**src/rtl/core/pbd_pkg.sv**
```systemverilog
// Shared types and constants for the run-length bitmap decoder.
// Used by the front, the queue, the back and the top level; no dependencies.
`timescale 1ns / 1ps

package pbd_pkg;

  // widths of the stream fields and the byte counter
  localparam int unsigned ByteW  = 8;
  localparam int unsigned CountW = 16;

  // reset value of the byte limit: 576 by 720 pixels, one bit each
  localparam logic [CountW-1:0] LimitReset = CountW'((576 * 720) / 8);

  // depth of the queue between front and back
  localparam int unsigned QueueDepth = 2;

  // one request from the front to the back: a data byte, its wanted
  // repeat count and the room left in the image before it is placed
  typedef struct packed {
    logic [ByteW-1:0]  pixel_bits;
    logic [ByteW-1:0]  want;
    logic [CountW-1:0] room;
  } pbd_req_t;

endpackage

```
**src/rtl/core/packbits_bitmap_decoder.sv**
```systemverilog
// Run-length bitmap decoder for one-bit-per-pixel images.
//
// Compressed bytes enter on the in channel (in_valid/in_ready) with
// start_of_image marking the first byte of a new image. Header bytes
// produce nothing; each data byte produces one result on the out channel
// (out_valid/out_ready): the pixel byte, its repeat count and image_full.
// Once the byte limit is reached, input is swallowed until the next
// start_of_image. cfg_write_en/cfg_write_data set the limit.
//
// A data byte accepted at an edge is written into the request queue, then
// loaded into the output register, from which the receiver takes it.
// Throughput: one byte per cycle while in_ready is high; the front end
// updates its run state for every accepted byte.
//
// Reset clears the run state and byte count and sets the limit to 51840.
// When the receiver stalls, the output register and then the two-entry
// request queue fill and in_ready drops; header bytes are still taken
// while the queue has room.
// Depends on pbd_pkg, pbd_front, pbd_queue and pbd_back.
`timescale 1ns / 1ps

module packbits_bitmap_decoder
  import pbd_pkg::*;
(
  input  logic              clk,
  input  logic              rst,
  input  logic              cfg_write_en,
  input  logic [CountW-1:0] cfg_write_data,
  input  logic              in_valid,
  output logic              in_ready,
  input  logic              start_of_image,
  input  logic [ByteW-1:0]  code_byte,
  output logic              out_valid,
  input  logic              out_ready,
  output logic [ByteW-1:0]  pixel_bits,
  output logic [ByteW-1:0]  repeat_count,
  output logic              image_full
);

  logic     accept;
  logic     push;
  pbd_req_t push_req;
  logic     pop;
  logic     not_full;
  logic     not_empty;
  pbd_req_t head;

  // input request accepted while the queue has room
  assign in_ready = not_full;
  assign accept   = in_valid && not_full;

  pbd_front u_front (
    .clk            (clk),
    .rst            (rst),
    .cfg_write_en   (cfg_write_en),
    .cfg_write_data (cfg_write_data),
    .accept         (accept),
    .start_of_image (start_of_image),
    .code_byte      (code_byte),
    .push           (push),
    .push_req       (push_req)
  );

  pbd_queue u_queue (
    .clk       (clk),
    .rst       (rst),
    .push      (push),
    .push_req  (push_req),
    .pop       (pop),
    .not_full  (not_full),
    .not_empty (not_empty),
    .head      (head)
  );

  pbd_back u_back (
    .clk          (clk),
    .rst          (rst),
    .req_valid    (not_empty),
    .req          (head),
    .req_pop      (pop),
    .out_valid    (out_valid),
    .out_ready    (out_ready),
    .pixel_bits   (pixel_bits),
    .repeat_count (repeat_count),
    .image_full   (image_full)
  );

endmodule

```
**src/rtl/core/pbd_front.sv**
```systemverilog
// Front end: holds the byte limit, classifies each code byte as header or
// data, and keeps the run and byte-count state. Depends on pbd_pkg.
`timescale 1ns / 1ps

module pbd_front
  import pbd_pkg::*;
(
  input  logic              clk,
  input  logic              rst,
  input  logic              cfg_write_en,
  input  logic [CountW-1:0] cfg_write_data,
  input  logic              accept,
  input  logic              start_of_image,
  input  logic [ByteW-1:0]  code_byte,
  output logic              push,
  output pbd_req_t          push_req
);

  typedef enum logic [1:0] {
    PH_HEADER  = 2'd0,
    PH_LITERAL = 2'd1,
    PH_REPEAT  = 2'd2,
    PH_SPARE   = 2'd3
  } phase_t;

  phase_t            phase, phase_next;
  logic [ByteW-1:0]  literal_left, literal_left_next;
  logic [ByteW-1:0]  repeat_pending, repeat_pending_next;
  logic [CountW-1:0] bytes_emitted, bytes_emitted_next;
  logic [CountW-1:0] limit;

  phase_t            cur_phase;
  logic [ByteW-1:0]  cur_literal;
  logic [ByteW-1:0]  cur_pending;
  logic [CountW-1:0] cur_emitted;
  logic [CountW-1:0] room;
  logic              full;
  logic [ByteW-1:0]  lit_dec;
  logic [CountW-1:0] clip_count;

  // start of image clears the state seen by this byte
  always_comb begin
    cur_phase   = start_of_image ? PH_HEADER : phase;
    cur_literal = start_of_image ? '0 : literal_left;
    cur_pending = start_of_image ? '0 : repeat_pending;
    cur_emitted = start_of_image ? '0 : bytes_emitted;
  end

  // room left in the image
  assign full       = (cur_emitted >= limit);
  assign room       = limit - cur_emitted;
  assign lit_dec    = cur_literal - ByteW'(1);
  assign clip_count = ({{(CountW-ByteW){1'b0}}, cur_pending} > room) ? room
                    : {{(CountW-ByteW){1'b0}}, cur_pending};

  // next state per byte class
  always_comb begin
    phase_next          = cur_phase;
    literal_left_next   = cur_literal;
    repeat_pending_next = cur_pending;
    bytes_emitted_next  = cur_emitted;
    if (!full) begin
      unique case (cur_phase)
        PH_LITERAL: begin
          bytes_emitted_next = cur_emitted + CountW'(1);
          literal_left_next  = lit_dec;
          if (lit_dec == '0) begin
            phase_next = PH_HEADER;
          end
        end
        PH_REPEAT: begin
          bytes_emitted_next  = cur_emitted + clip_count;
          repeat_pending_next = '0;
          phase_next          = PH_HEADER;
        end
        PH_HEADER, PH_SPARE: begin
          if (code_byte != '0 && !code_byte[ByteW-1]) begin
            literal_left_next = code_byte + ByteW'(1);
            phase_next        = PH_LITERAL;
          end else begin
            // repeat count (257 - header) mod 256
            repeat_pending_next = ByteW'(1) - code_byte;
            phase_next          = PH_REPEAT;
          end
        end
        default: begin
          phase_next = PH_HEADER;
        end
      endcase
    end
  end

  // data bytes become requests for the back end
  always_comb begin
    push                = accept && !full
                          && (cur_phase == PH_LITERAL || cur_phase == PH_REPEAT);
    push_req.pixel_bits = code_byte;
    push_req.want       = (cur_phase == PH_LITERAL) ? ByteW'(1) : cur_pending;
    push_req.room       = room;
  end

  // decoder state and limit register
  always_ff @(posedge clk) begin
    if (rst) begin
      phase          <= PH_HEADER;
      literal_left   <= '0;
      repeat_pending <= '0;
      bytes_emitted  <= '0;
      limit          <= LimitReset;
    end else begin
      if (accept) begin
        phase          <= phase_next;
        literal_left   <= literal_left_next;
        repeat_pending <= repeat_pending_next;
        bytes_emitted  <= bytes_emitted_next;
      end
      if (cfg_write_en) begin
        limit <= cfg_write_data;
      end
    end
  end

endmodule

```
**src/rtl/core/pbd_queue.sv**
```systemverilog
// Short first-in first-out queue of requests between front and back.
// Depends on pbd_pkg for the request type and the depth.
`timescale 1ns / 1ps

module pbd_queue
  import pbd_pkg::*;
(
  input  logic     clk,
  input  logic     rst,
  input  logic     push,
  input  pbd_req_t push_req,
  input  logic     pop,
  output logic     not_full,
  output logic     not_empty,
  output pbd_req_t head
);

  localparam int unsigned PtrW = (QueueDepth > 1) ? $clog2(QueueDepth) : 1;
  localparam int unsigned CntW = $clog2(QueueDepth + 1);

  pbd_req_t        store [QueueDepth];
  logic [PtrW-1:0] wr_ptr, rd_ptr;
  logic [CntW-1:0] fill;

  assign not_full  = (fill != CntW'(QueueDepth));
  assign not_empty = (fill != '0);
  assign head      = store[rd_ptr];

  // entry storage
  always_ff @(posedge clk) begin
    if (push) begin
      store[wr_ptr] <= push_req;
    end
  end

  // pointers and fill level
  always_ff @(posedge clk) begin
    if (rst) begin
      wr_ptr <= '0;
      rd_ptr <= '0;
      fill   <= '0;
    end else begin
      if (push) begin
        wr_ptr <= (wr_ptr == PtrW'(QueueDepth - 1)) ? '0 : wr_ptr + PtrW'(1);
      end
      if (pop) begin
        rd_ptr <= (rd_ptr == PtrW'(QueueDepth - 1)) ? '0 : rd_ptr + PtrW'(1);
      end
      if (push && !pop) begin
        fill <= fill + CntW'(1);
      end else if (pop && !push) begin
        fill <= fill - CntW'(1);
      end
    end
  end

endmodule

```
**src/rtl/core/pbd_back.sv**
```systemverilog
// Back end: clips each request's repeat count to the room left and holds
// the result in the output register. Depends on pbd_pkg.
`timescale 1ns / 1ps

module pbd_back
  import pbd_pkg::*;
(
  input  logic             clk,
  input  logic             rst,
  input  logic             req_valid,
  input  pbd_req_t         req,
  output logic             req_pop,
  output logic             out_valid,
  input  logic             out_ready,
  output logic [ByteW-1:0] pixel_bits,
  output logic [ByteW-1:0] repeat_count,
  output logic             image_full
);

  logic [CountW-1:0] want_wide;
  logic [CountW-1:0] count;
  logic              load;

  // clip to the room left
  assign want_wide = {{(CountW-ByteW){1'b0}}, req.want};
  assign count     = (want_wide > req.room) ? req.room : want_wide;

  // take the next request when the output register is free
  assign load    = req_valid && (!out_valid || out_ready);
  assign req_pop = load;

  // output register
  always_ff @(posedge clk) begin
    if (rst) begin
      out_valid <= 1'b0;
    end else if (load) begin
      out_valid <= 1'b1;
    end else if (out_ready) begin
      out_valid <= 1'b0;
    end
  end

  always_ff @(posedge clk) begin
    if (load) begin
      pixel_bits   <= req.pixel_bits;
      repeat_count <= count[ByteW-1:0];
      image_full   <= (count == req.room);
    end
  end

endmodule
```
**config.mk**
```make
export PLATFORM = sky130hd
export DESIGN_NAME = packbits_bitmap_decoder
export DESIGN_NICKNAME = d
export VERILOG_FILES = /design/src/rtl/core/pbd_pkg.sv /design/src/rtl/core/packbits_bitmap_decoder.sv /design/src/rtl/core/pbd_front.sv /design/src/rtl/core/pbd_queue.sv /design/src/rtl/core/pbd_back.sv
export SDC_FILE = /design/constraint.sdc
export NUM_CORES = 1
export LEC_CHECK = 0
export BUFFER_PORTS_ARGS = -buffer_cell sky130_fd_sc_hd__buf_2
export CAP_MARGIN = 40
export CORE_MARGIN = 2
export CORE_UTILIZATION = 50
export CTS_BUF_LIST = sky130_fd_sc_hd__clkbuf_8 sky130_fd_sc_hd__clkbuf_16
export DETAILED_ROUTE_END_ITERATION = 6
export GPL_TIMING_DRIVEN = 0
export PLACE_DENSITY = 0.66
export REMOVE_ABC_BUFFERS = 1
export SYNTH_ARGS = -nofsm -noshare
export SYNTH_HDL_FRONTEND = slang
export SYNTH_SLANG_ARGS = --single-unit
export TNS_END_PERCENT = 20
```
**constraint.sdc**
```tcl
create_clock -name clk -period 9.6 [get_ports clk]
set_input_delay 1.92 -clock clk [delete_from_list [all_inputs] [get_ports clk]]
set_output_delay 1.92 -clock clk [all_outputs]
set_load 0.03 [all_outputs]
```
======== Word level (Yosys, flattened, before mapping) ========
Memory sizes are Yosys's and may differ from the RTL's. A register that Yosys moved wholly into a read port is not among the register bits.
Index checks and enable logic that the tools add are counted.
storage, ports and cells
  register bits after elaboration ......... 72
  RAM bits ................................ 64
  memories ................................ 1
  input bits .............................. 30
  output and inout bits ................... 19
  logic and storage cells ................. 81
cells by class
  multiplexer cells ....................... 29
  add/sub/neg operators ................... 10
  equal/unequal tests ..................... 5
  $lt $le $gt $ge ......................... 3
  reduce and logical (&&, ||, !) cells .... 21
memories
  memory         words  width  rd ports  clocked after Yosys merged registers in  wr ports  line             text
  u_queue.store  2      32     1         1                                        1         pbd_queue.sv:21  pbd_req_t store [QueueDepth];
operators by type and width
  cell                                                                number
  16-bit two-way mux                                                  4
  8-bit two-way mux                                                   7
  8-bit by 16-bit > comparator with 1-bit output                      2
  16-bit one-hot mux with 2 select lines                              1
  8-bit one-hot mux with 2 select lines                               2
  16-bit by 1-bit adder with 16-bit output, second input constant     1
  16-bit adder                                                        1
  16-bit == test                                                      1
  16-bit greater-or-equal comparator                                  1
  16-bit subtractor                                                   1
  2-bit two-way mux                                                   6
  8-bit by 1-bit adder with 8-bit output, second input constant       1
  8-bit logical NOT                                                   1
  1-bit two-way mux                                                   8
  8-bit nonzero test                                                  1
  1-bit by 8-bit subtractor with 8-bit output, first input constant   1
  8-bit by 1-bit subtractor with 8-bit output, second input constant  1
  1-bit logical AND                                                   7
  2-bit one-hot mux with 3 select lines                               1
  2-bit nonzero test                                                  3
  1-bit logical NOT                                                   5
  2-bit == test, second input constant                                2
  1-bit adder, second input constant                                  2
  2-bit by 1-bit adder with 2-bit output, second input constant       1
  6 further kinds                                                     7

======== Depth between registers and ports, before layout ========
Gate-level depths: netlist of run 1.
  word-level depth ........................ 9
  gate-level depth with buffers ........... 32
  mapped depth without buffers ............ 29

======== Hierarchy ========
From an unflattened synthesis of run 1, not the netlist that was laid out.
second synthesis, totals
  cells, all modules ...................... 802
  area, all modules ....................... 8,137.8 um^2
by module, submodules not included
  module                   times used  area each (um^2)  seq. area each (um^2)  cells an instance
  pbd_front                1           4,626.9           1,001.0                606
  pbd_queue                1           2,517.4           2,021.9                122
  pbd_back                 1           987.2             530.5                  73
  packbits_bitmap_decoder  1           6.3               0.0                    1

======== Worst setup path after synthesis of run 1 ========
OpenSTA, ideal clock, no wires.
  kind .................................... input to register
  start ................................... input start_of_image
  end ..................................... register u_front.bytes_emitted[15]
  library setup time ...................... 0.128 ns
  buffers on the path ..................... 3
  data required time ...................... 9.472 ns
  arrival time ............................ 8.293 ns
  slack ................................... 1.179 ns
  cell stages on the path ................. 29
  cells stage by stage .................... clkbuf_1 clkbuf_1 nand2b_1 ha_1 nor2b_1 o21a_1 o21a_1 o21a_1 nor2_1 xnor2_1 inv_1 ha_1 and4_1 o21ai_0 a32o_1 a2111o_1 or4_1 nor3_2 buf_6 mux2_4 ha_1 a21o_1 a21o_1 a2111oi_0 nor4_1 o41a_1 o311ai_0 xnor2_1 nor2_1
RTL lines
  element                 line                           text
  start: declaration      packbits_bitmap_decoder.sv:31  input logic start_of_image,
  end signal: assignment  pbd_front.sv:115               bytes_emitted <= bytes_emitted_next;
  end: declaration        pbd_front.sv:29                logic [CountW-1:0] bytes_emitted, bytes_emitted_next;

==> flow_summary_export.csv, run 1 <==
group,metric,value,unit
status,status,"complete, no violations",
yosys,synth_area_leaders,"edfxtp_1 31%, dfxtp_1 14%, ha_1 8.8%",
timing,setup_slack,861,ps
floorplan,floorplan.initialDensity,50.4,%
routing,routed_via_density,5.55,
yosys,syn_inst,780,
cells_and_area,diodes,0,
setup_path,cp_data_arrival_time,9020,ps
place,place_hpwl,12500,um
pwr,power-per-cell-area,211,nW/um^2
global_routing,met1_usage,27.3,%
floorplan,row_count,46,
routing,wl_per_cell,16.2,um
yosys,synth_top_family_by_area,"simple AND/OR/NAND/NOR gates",
yosys,synthAdderAreaFrac,9.34,%
yosys,synth.ff_latch_count,137,
yosys,synthSimpleGateAreaFrac,15.5,%
cells_and_area,stdcell_count,1056,
yosys,ys_types,71,
yosys,ys_async_sr_fraction,0,%
global_routing,grt_first_pass_wirelength,28000,um
setup_path,path_max_fanout,42,
yosys,synth-xor-area-share,4.42,%
clock_network,cts_hold_buf,0,
timing,tightest_slew,822,ps
timing,final-setup-viol-count,0,
global_routing,grt_pass1_vias,5789,
place,gp_congestion,0.886,
clock_network,cts-root-buf,"clkbuf_16",
clock_network,clockBufferDepth,2,
clock_network,cts_setup_buffers,0,
yosys,synth_mux_area_share,7.83,%
yosys,synth_compound_area_share,13.7,%
global_routing,use_met2,35.2,%
global_routing,grt_usage,21.3,%
pwr,ir_drop,132,uV
timing,setup_tns,0,ps
timing,period_share,91.0,%
timing,slew_viol_final,0,
clock_network,tritoncts,"built",
clock_network,cts_made_buffers,17,
floorplan,fp.coreArea,15700,um^2
clock_network,cts_resized,0,
routing,drc,0,
timing,rsz0062_at_grt,"false",
flow_run,drv_cap,0,
yosys,synth_edf_count,81,
clock_network,htreeDepth,4,
clock_network,clock-sinks,137,
place,pre_cts_ws,22.6,ps
yosys,yosysSeqAreaShare,44.8,%
global_routing,busiest_layer,"met2",
global_routing,grt_max_degree,43,
floorplan,die_area,16900,um^2
yosys,synth_top_area_cell,"edfxtp_1",
global_routing,grt-ovfl-total,0,
routing,drtIter0Drc,312,
cells_and_area,drive_gt1_share,13.0,%
routing,routed_wl,17200,um
global_routing,gr-usage-met3,4.18,%
place,dp_cells,1022,
yosys,yosysTopAreaCellShare,30.7,%
global_routing,antenna_found_initial,0,
timing,maxSlewHeadroom,45.1,%
cells_and_area,area_growth,15.0,%
setup_path,cp_slowest_cell,"buf_2",
cells_and_area,final_nets,915,
setup_path,crit_path_max_incr_delay,500,ps
floorplan,dieWidth,130,um
place,port_buffers,48,
setup_path,cp.required,9880,ps
yosys,syn_area,7930,um^2
floorplan,pin_count,49,
timing,period_needed,8740,ps
timing,finalHoldViolations,0,
setup_path,worstSetupPathType,"in2reg",
routing,drt-pass1-iter-count,5,
routing,vias,5864,
routing,ant_nets,0,
clock_network,path_clk_slew,60,ps
floorplan,die_h,130,um
timing,whs,480,ps
timing,fmax,114,MHz
yosys,syn_avg_cell_area,10.2,um^2
timing,skew,14.1,ps
setup_path,endpoint_kind,"register",
pwr,p_leak,3.68,nW
setup_path,setup.worst_path.start_class,"primary input",
clock_network,clock_latency,430,ps
hold_path,holdCritPathClass,"reg2reg",
yosys,ys_warn_count,0,
yosys,synth_ff_type,"edfxtp_1",
critical path, delay by kind of cell:
family | cells | cell delay [ps]
muxes | 1 | 330
AOI/OAI and AO/OA | 11 | 2840
and+or+nand+nor | 8 | 1640
adders and majority gates | 3 | 800
xor gates and xnor gates | 2 | 410
buffers and inverters | 4 | 1070
state kept, by name, indices dropped and copies added, names as in the netlist, named ones only:
| register | cells |
|---|---|
| u_back.image_full | 1 |
| u_back.out_valid | 1 |
| u_back.pixel_bits | 8 |
| u_back.repeat_count | 8 |
| u_front.bytes_emitted | 16 |
| u_front.limit | 16 |
| u_front.literal_left | 8 |
| u_front.phase | 2 |
| u_front.repeat_pending | 8 |
| u_queue.fill | 2 |
| u_queue.rd_ptr | 1 |
| u_queue.store | 64 |
| u_queue.wr_ptr | 1 |
power by group:
| group | switching [mW] | internal (mW) |
|---|---|---|
| registers | 0.0292 | 0.698 |
| clock network | 0.260 | 0.501 |
| logic | 0.276 | 0.159 |
stage by stage:
stage	instance area [um^2]	util (%)	total power, mW
after floorplan	7820	-	1.05
after global placement	8330	53.0	1.15
after detailed placement	8400	53.5	1.17
after CTS	9090	57.9	1.94
after global routing	9110	58.0	2.01
final	9110	58.0	1.92
cell type report:
class / instances / area, um^2
clock inverter: 14 / 254
clock buffer: 18 / 439
fill: 1297 / 6600
sequential: 137 / 3550
timing repair buffer: 54 / 319
inverter: 57 / 214
multi-input combinational: 560 / 4060
tap: 216 / 270
Yosys cell counts, types with 13 or more instances:
cell type and n:
a21oi_1 29, nor2_1 64, edfxtp_1 81, mux2i_1 50, nand2b_1 29, clkbuf_1 28
nand2_1 51, o21ai_0 22, inv_1 56, xnor2_1 31, a22oi_1 17, dfxtp_1 56
nor2b_1 13, ha_1 56
metal layers:
layer	part of all wire (%)	vias to the layer above	routed length, um
met1	47	2789	7990
li1	-	2922	-
met2	48	124	8240
met3	3.4	29	583
met4	2.0	0	343
met5	0	-	0
logic make-up (layout without fill, tap and decap cells):
family | after synthesis | count (layout)
multiplexers | 60 | 60
buffers and inverters | 89 | 143
AND/OR/NAND/NOR | 243 | 243
XOR/XNOR | 40 | 40
adder cells (fa/ha/maj) | 58 | 58
other | 1 | 7
flip-flops | 137 | 137
AO/OA/AOI/OAI | 152 | 152
placed cells by master (no fill, tap or decap), types with 10 or more instances in the layout:
master and count:
nor4_1 12, o21ai_0 22, nor2b_1 13, nand3_1 12, nor2_1 63, inv_1 56
a21oi_1 29, dfxtp_1 56, and2_1 10, clkbuf_16 17, mux2i_1 50, nor3_1 12
or3_1 10, nand2_1 51, a21o_1 10, ha_1 56, a22oi_1 17, edfxtp_1 81
nand2b_1 29, xnor2_1 31, buf_2 48
worst paths after layout:
| kind | startpoint | to | slack [ps] | depth (start not counted) |
|---|---|---|---|---|
| setup reg to reg | u_front.bytes_emitted[0]$_SDFFE_PP0P_ | u_front.bytes_emitted[15]$_SDFFE_PP0P_ | 2530 | 28 |
| hold / removal | u_front.repeat_pending[1]$_SDFFE_PP0P_ | u_front.repeat_pending[1]$_SDFFE_PP0P_ | 480 | 1 |
| setup / recovery | start_of_image | u_front.bytes_emitted[15]$_SDFFE_PP0P_ | 860 | 29 |
| hold reg to reg | u_front.repeat_pending[1]$_SDFFE_PP0P_ | u_front.repeat_pending[1]$_SDFFE_PP0P_ | 480 | 1 |
No activity file was read; power rests on OpenSTA's default activity.
==> run 2, diff against run 1 <==
--- a/config.mk
+++ b/config.mk
@@ -9,10 +9,10 @@
 export CAP_MARGIN = 40
 export CORE_MARGIN = 2
 export CORE_UTILIZATION = 50
-export CTS_BUF_LIST = sky130_fd_sc_hd__clkbuf_8 sky130_fd_sc_hd__clkbuf_16
+export CTS_BUF_LIST = sky130_fd_sc_hd__clkbuf_2
 export DETAILED_ROUTE_END_ITERATION = 6
 export GPL_TIMING_DRIVEN = 0
-export PLACE_DENSITY = 0.66
+export PLACE_DENSITY = 0.65
 export REMOVE_ABC_BUFFERS = 1
 export SYNTH_ARGS = -nofsm -noshare
 export SYNTH_HDL_FRONTEND = slang
==> flow_summary_export.csv, run 2 (synthesized netlist as in run 1, its figures left out) <==
group,metric,value,unit
setup_path,cp.required,10250,ps
clock_network,clockBufferDepth,2,
cells_and_area,final_cell_mix,"81 x edfxtp_1, 63 x nor2_1, 56 x inv_1, 56 x ha_1, 56 x dfxtp_1",
global_routing,grt_usage,21.0,%
clock_network,cts_hold_buf,0,
hold_path,holdCritStartpoint,"u_front.repeat_pending[6]$_SDFFE_PP0P_",
cells_and_area,final_common_cell,"edfxtp_1",
place,port_buffers,48,
floorplan,die_area,16900,um^2
routing,ant_nets,0,
setup_path,reg2reg_depth,28,
clock_network,cts_setup_buffers,0,
cells_and_area,stdcell_count,1056,
pwr,ir_drop,96.7,uV
floorplan,row_count,46,
timing,tightest_slew,946,ps
clock_network,clock-sinks,137,
timing,fmax,119,MHz
timing,period_share,87.3,%
cells_and_area,top_register,"u_queue.store",
cells_and_area,drive_gt1_share,12.9,%
routing,wl_per_cell,16.0,um
status,status,"complete, no violations",
setup_path,setup.worst_path.start_class,"primary input",
hold_path,holdCritPathClass,"reg2reg",
clock_network,cts-root-buf,"clkbuf_2",
clock_network,cts_resized,0,
place,place_hpwl,12600,um
floorplan,die_h,130,um
timing,maxSlewHeadroom,36.3,%
setup_path,cp_data_arrival_time,9030,ps
routing,vias,5945,
setup_path,r2r-end,"u_front.bytes_emitted[15]$_SDFFE_PP0P_",
setup_path,cpMostUsedCell,"a21o_1",
setup_path,worstSetupPathType,"in2reg",
global_routing,grt-ovfl-total,0,
floorplan,dieWidth,130,um
clock_network,path_clk_slew,220,ps
setup_path,timing.rr.start,"u_front.bytes_emitted[0]$_SDFFE_PP0P_",
place,gp_congestion,0.870,
place,dp_cells,1022,
floorplan,pin_count,49,
flow_run,drv_cap,0,
global_routing,grt_pass1_vias,5638,
cells_and_area,final_cell_area,8650,um^2
floorplan,fp.coreArea,15700,um^2
hold_path,min_to,"u_front.repeat_pending[6]$_SDFFE_PP0P_",
setup_path,cp_slowest_cell,"buf_2",
cells_and_area,final_nets,914,
place,placed_cell_area,8400,um^2
cells_and_area,largest_reg_flops,64,
routing,routed_via_density,5.63,
pwr,p_leak,3.47,nW
clock_network,cts_made_buffers,17,
timing,final-setup-viol-count,0,
timing,slew_viol_final,0,
pwr,power-per-cell-area,173,nW/um^2
setup_path,r2r_setup_slack,2610,ps
clock_network,clock_latency,770,ps
global_routing,antenna_found_initial,1,
setup_path,crit_path_max_incr_delay,540,ps
timing,finalHoldViolations,0,
clock_network,htreeDepth,4,
cells_and_area,reg_top3,"u_queue.store: 64 flops, u_front.bytes_emitted: 16 flops, u_front.limit: 16 flops",
setup_path,endpoint_kind,"register",
routing,drtIter0Drc,256,
timing,skew,35.5,ps
routing,drt-pass1-iter-count,6,
global_routing,grt_max_degree,43,
floorplan,floorplan.initialDensity,50.4,%
setup_path,path_max_fanout,42,
routing,drc,0,
clock_network,tritoncts,"built",
timing,period_needed,8380,ps
timing,rsz0062_at_grt,"false",
routing,routed_wl,16900,um
hold_path,hold_depth,1,
global_routing,grt_first_pass_wirelength,27600,um
cells_and_area,area_growth,9.16,%
==> run 2: area by class of cell <==
class,count,area (um^2)
antenna,1,2.50
clock buffer,17,85.1
clock inverter,15,150
fill,1383,7060
inverter,57,214
multi-input combinational,560,4060
sequential,137,3550
tap,216,270
timing repair buffer,53,314
==> run 2: worst max-delay path, delay by kind of cell <==
family	cells	cell delay (ps)
AOI/OAI and AO/OA	13	3100
adders and majority gates	3	790
buffers and inverters	4	1080
muxes	1	320
xor gates and xnor gates	2	400
and+or+nand+nor	7	1380
==> run 2: how the worst max path moves through the flow <==
| stage | startpoint | end | slack, ps | depth (start not counted) |
|---|---|---|---|---|
| 2_1_floorplan | start_of_image | u_front.bytes_emitted[15]$_SDFFE_PP0P_ | 1290 | 26 |
| 3_3_place_gp | start_of_image | u_front.bytes_emitted[15]$_SDFFE_PP0P_ | -130 | 27 |
| 3_5_place_dp | start_of_image | u_front.bytes_emitted[15]$_SDFFE_PP0P_ | 0.5 | 29 |
| 4_1_cts | start_of_image | u_front.bytes_emitted[15]$_SDFFE_PP0P_ | 880 | 29 |
| 5_1_grt | start_of_image | u_front.bytes_emitted[15]$_SDFFE_PP0P_ | 880 | 30 |
| 6_report | start_of_image | u_front.bytes_emitted[15]$_SDFFE_PP0P_ | 1220 | 30 |
==> run 2: per-stage QoR <==
step | setup TNS, ps | util [%] | hold slack, ps | total power [mW] | setup WS, ps
floorplan | 0 | - | 434 | 1.05 | 1290
global placement | -127 | 53.0 | 452 | 1.15 | -127
detailed placement | 0 | 53.5 | 452 | 1.17 | 0.529
CTS | 0 | 55.0 | 502 | 1.51 | 877
global route | 0 | 55.1 | 532 | 1.58 | 877
finish | 0 | 55.1 | 498 | 1.50 | 1220
==> run 2: report_power, final <==
| part | internal, mW | leakage (nW) | switching [mW] | total [mW] |
|---|---|---|---|---|
| logic | 0.159 | 2.14 | 0.272 | 0.431 |
| clock network | 0.0842 | 0.136 | 0.252 | 0.336 |
| registers | 0.697 | 1.20 | 0.0307 | 0.728 |
==> run 2: per-layer routing <==
layer	GRT usage (%)	wire length (um)	vias to the layer above
met2	34.8	8060	123
met4	7.46	320	0
met1	27.8	8040	2875
met5	0	0	-
met3	3.73	522	27
li1	-	-	2920
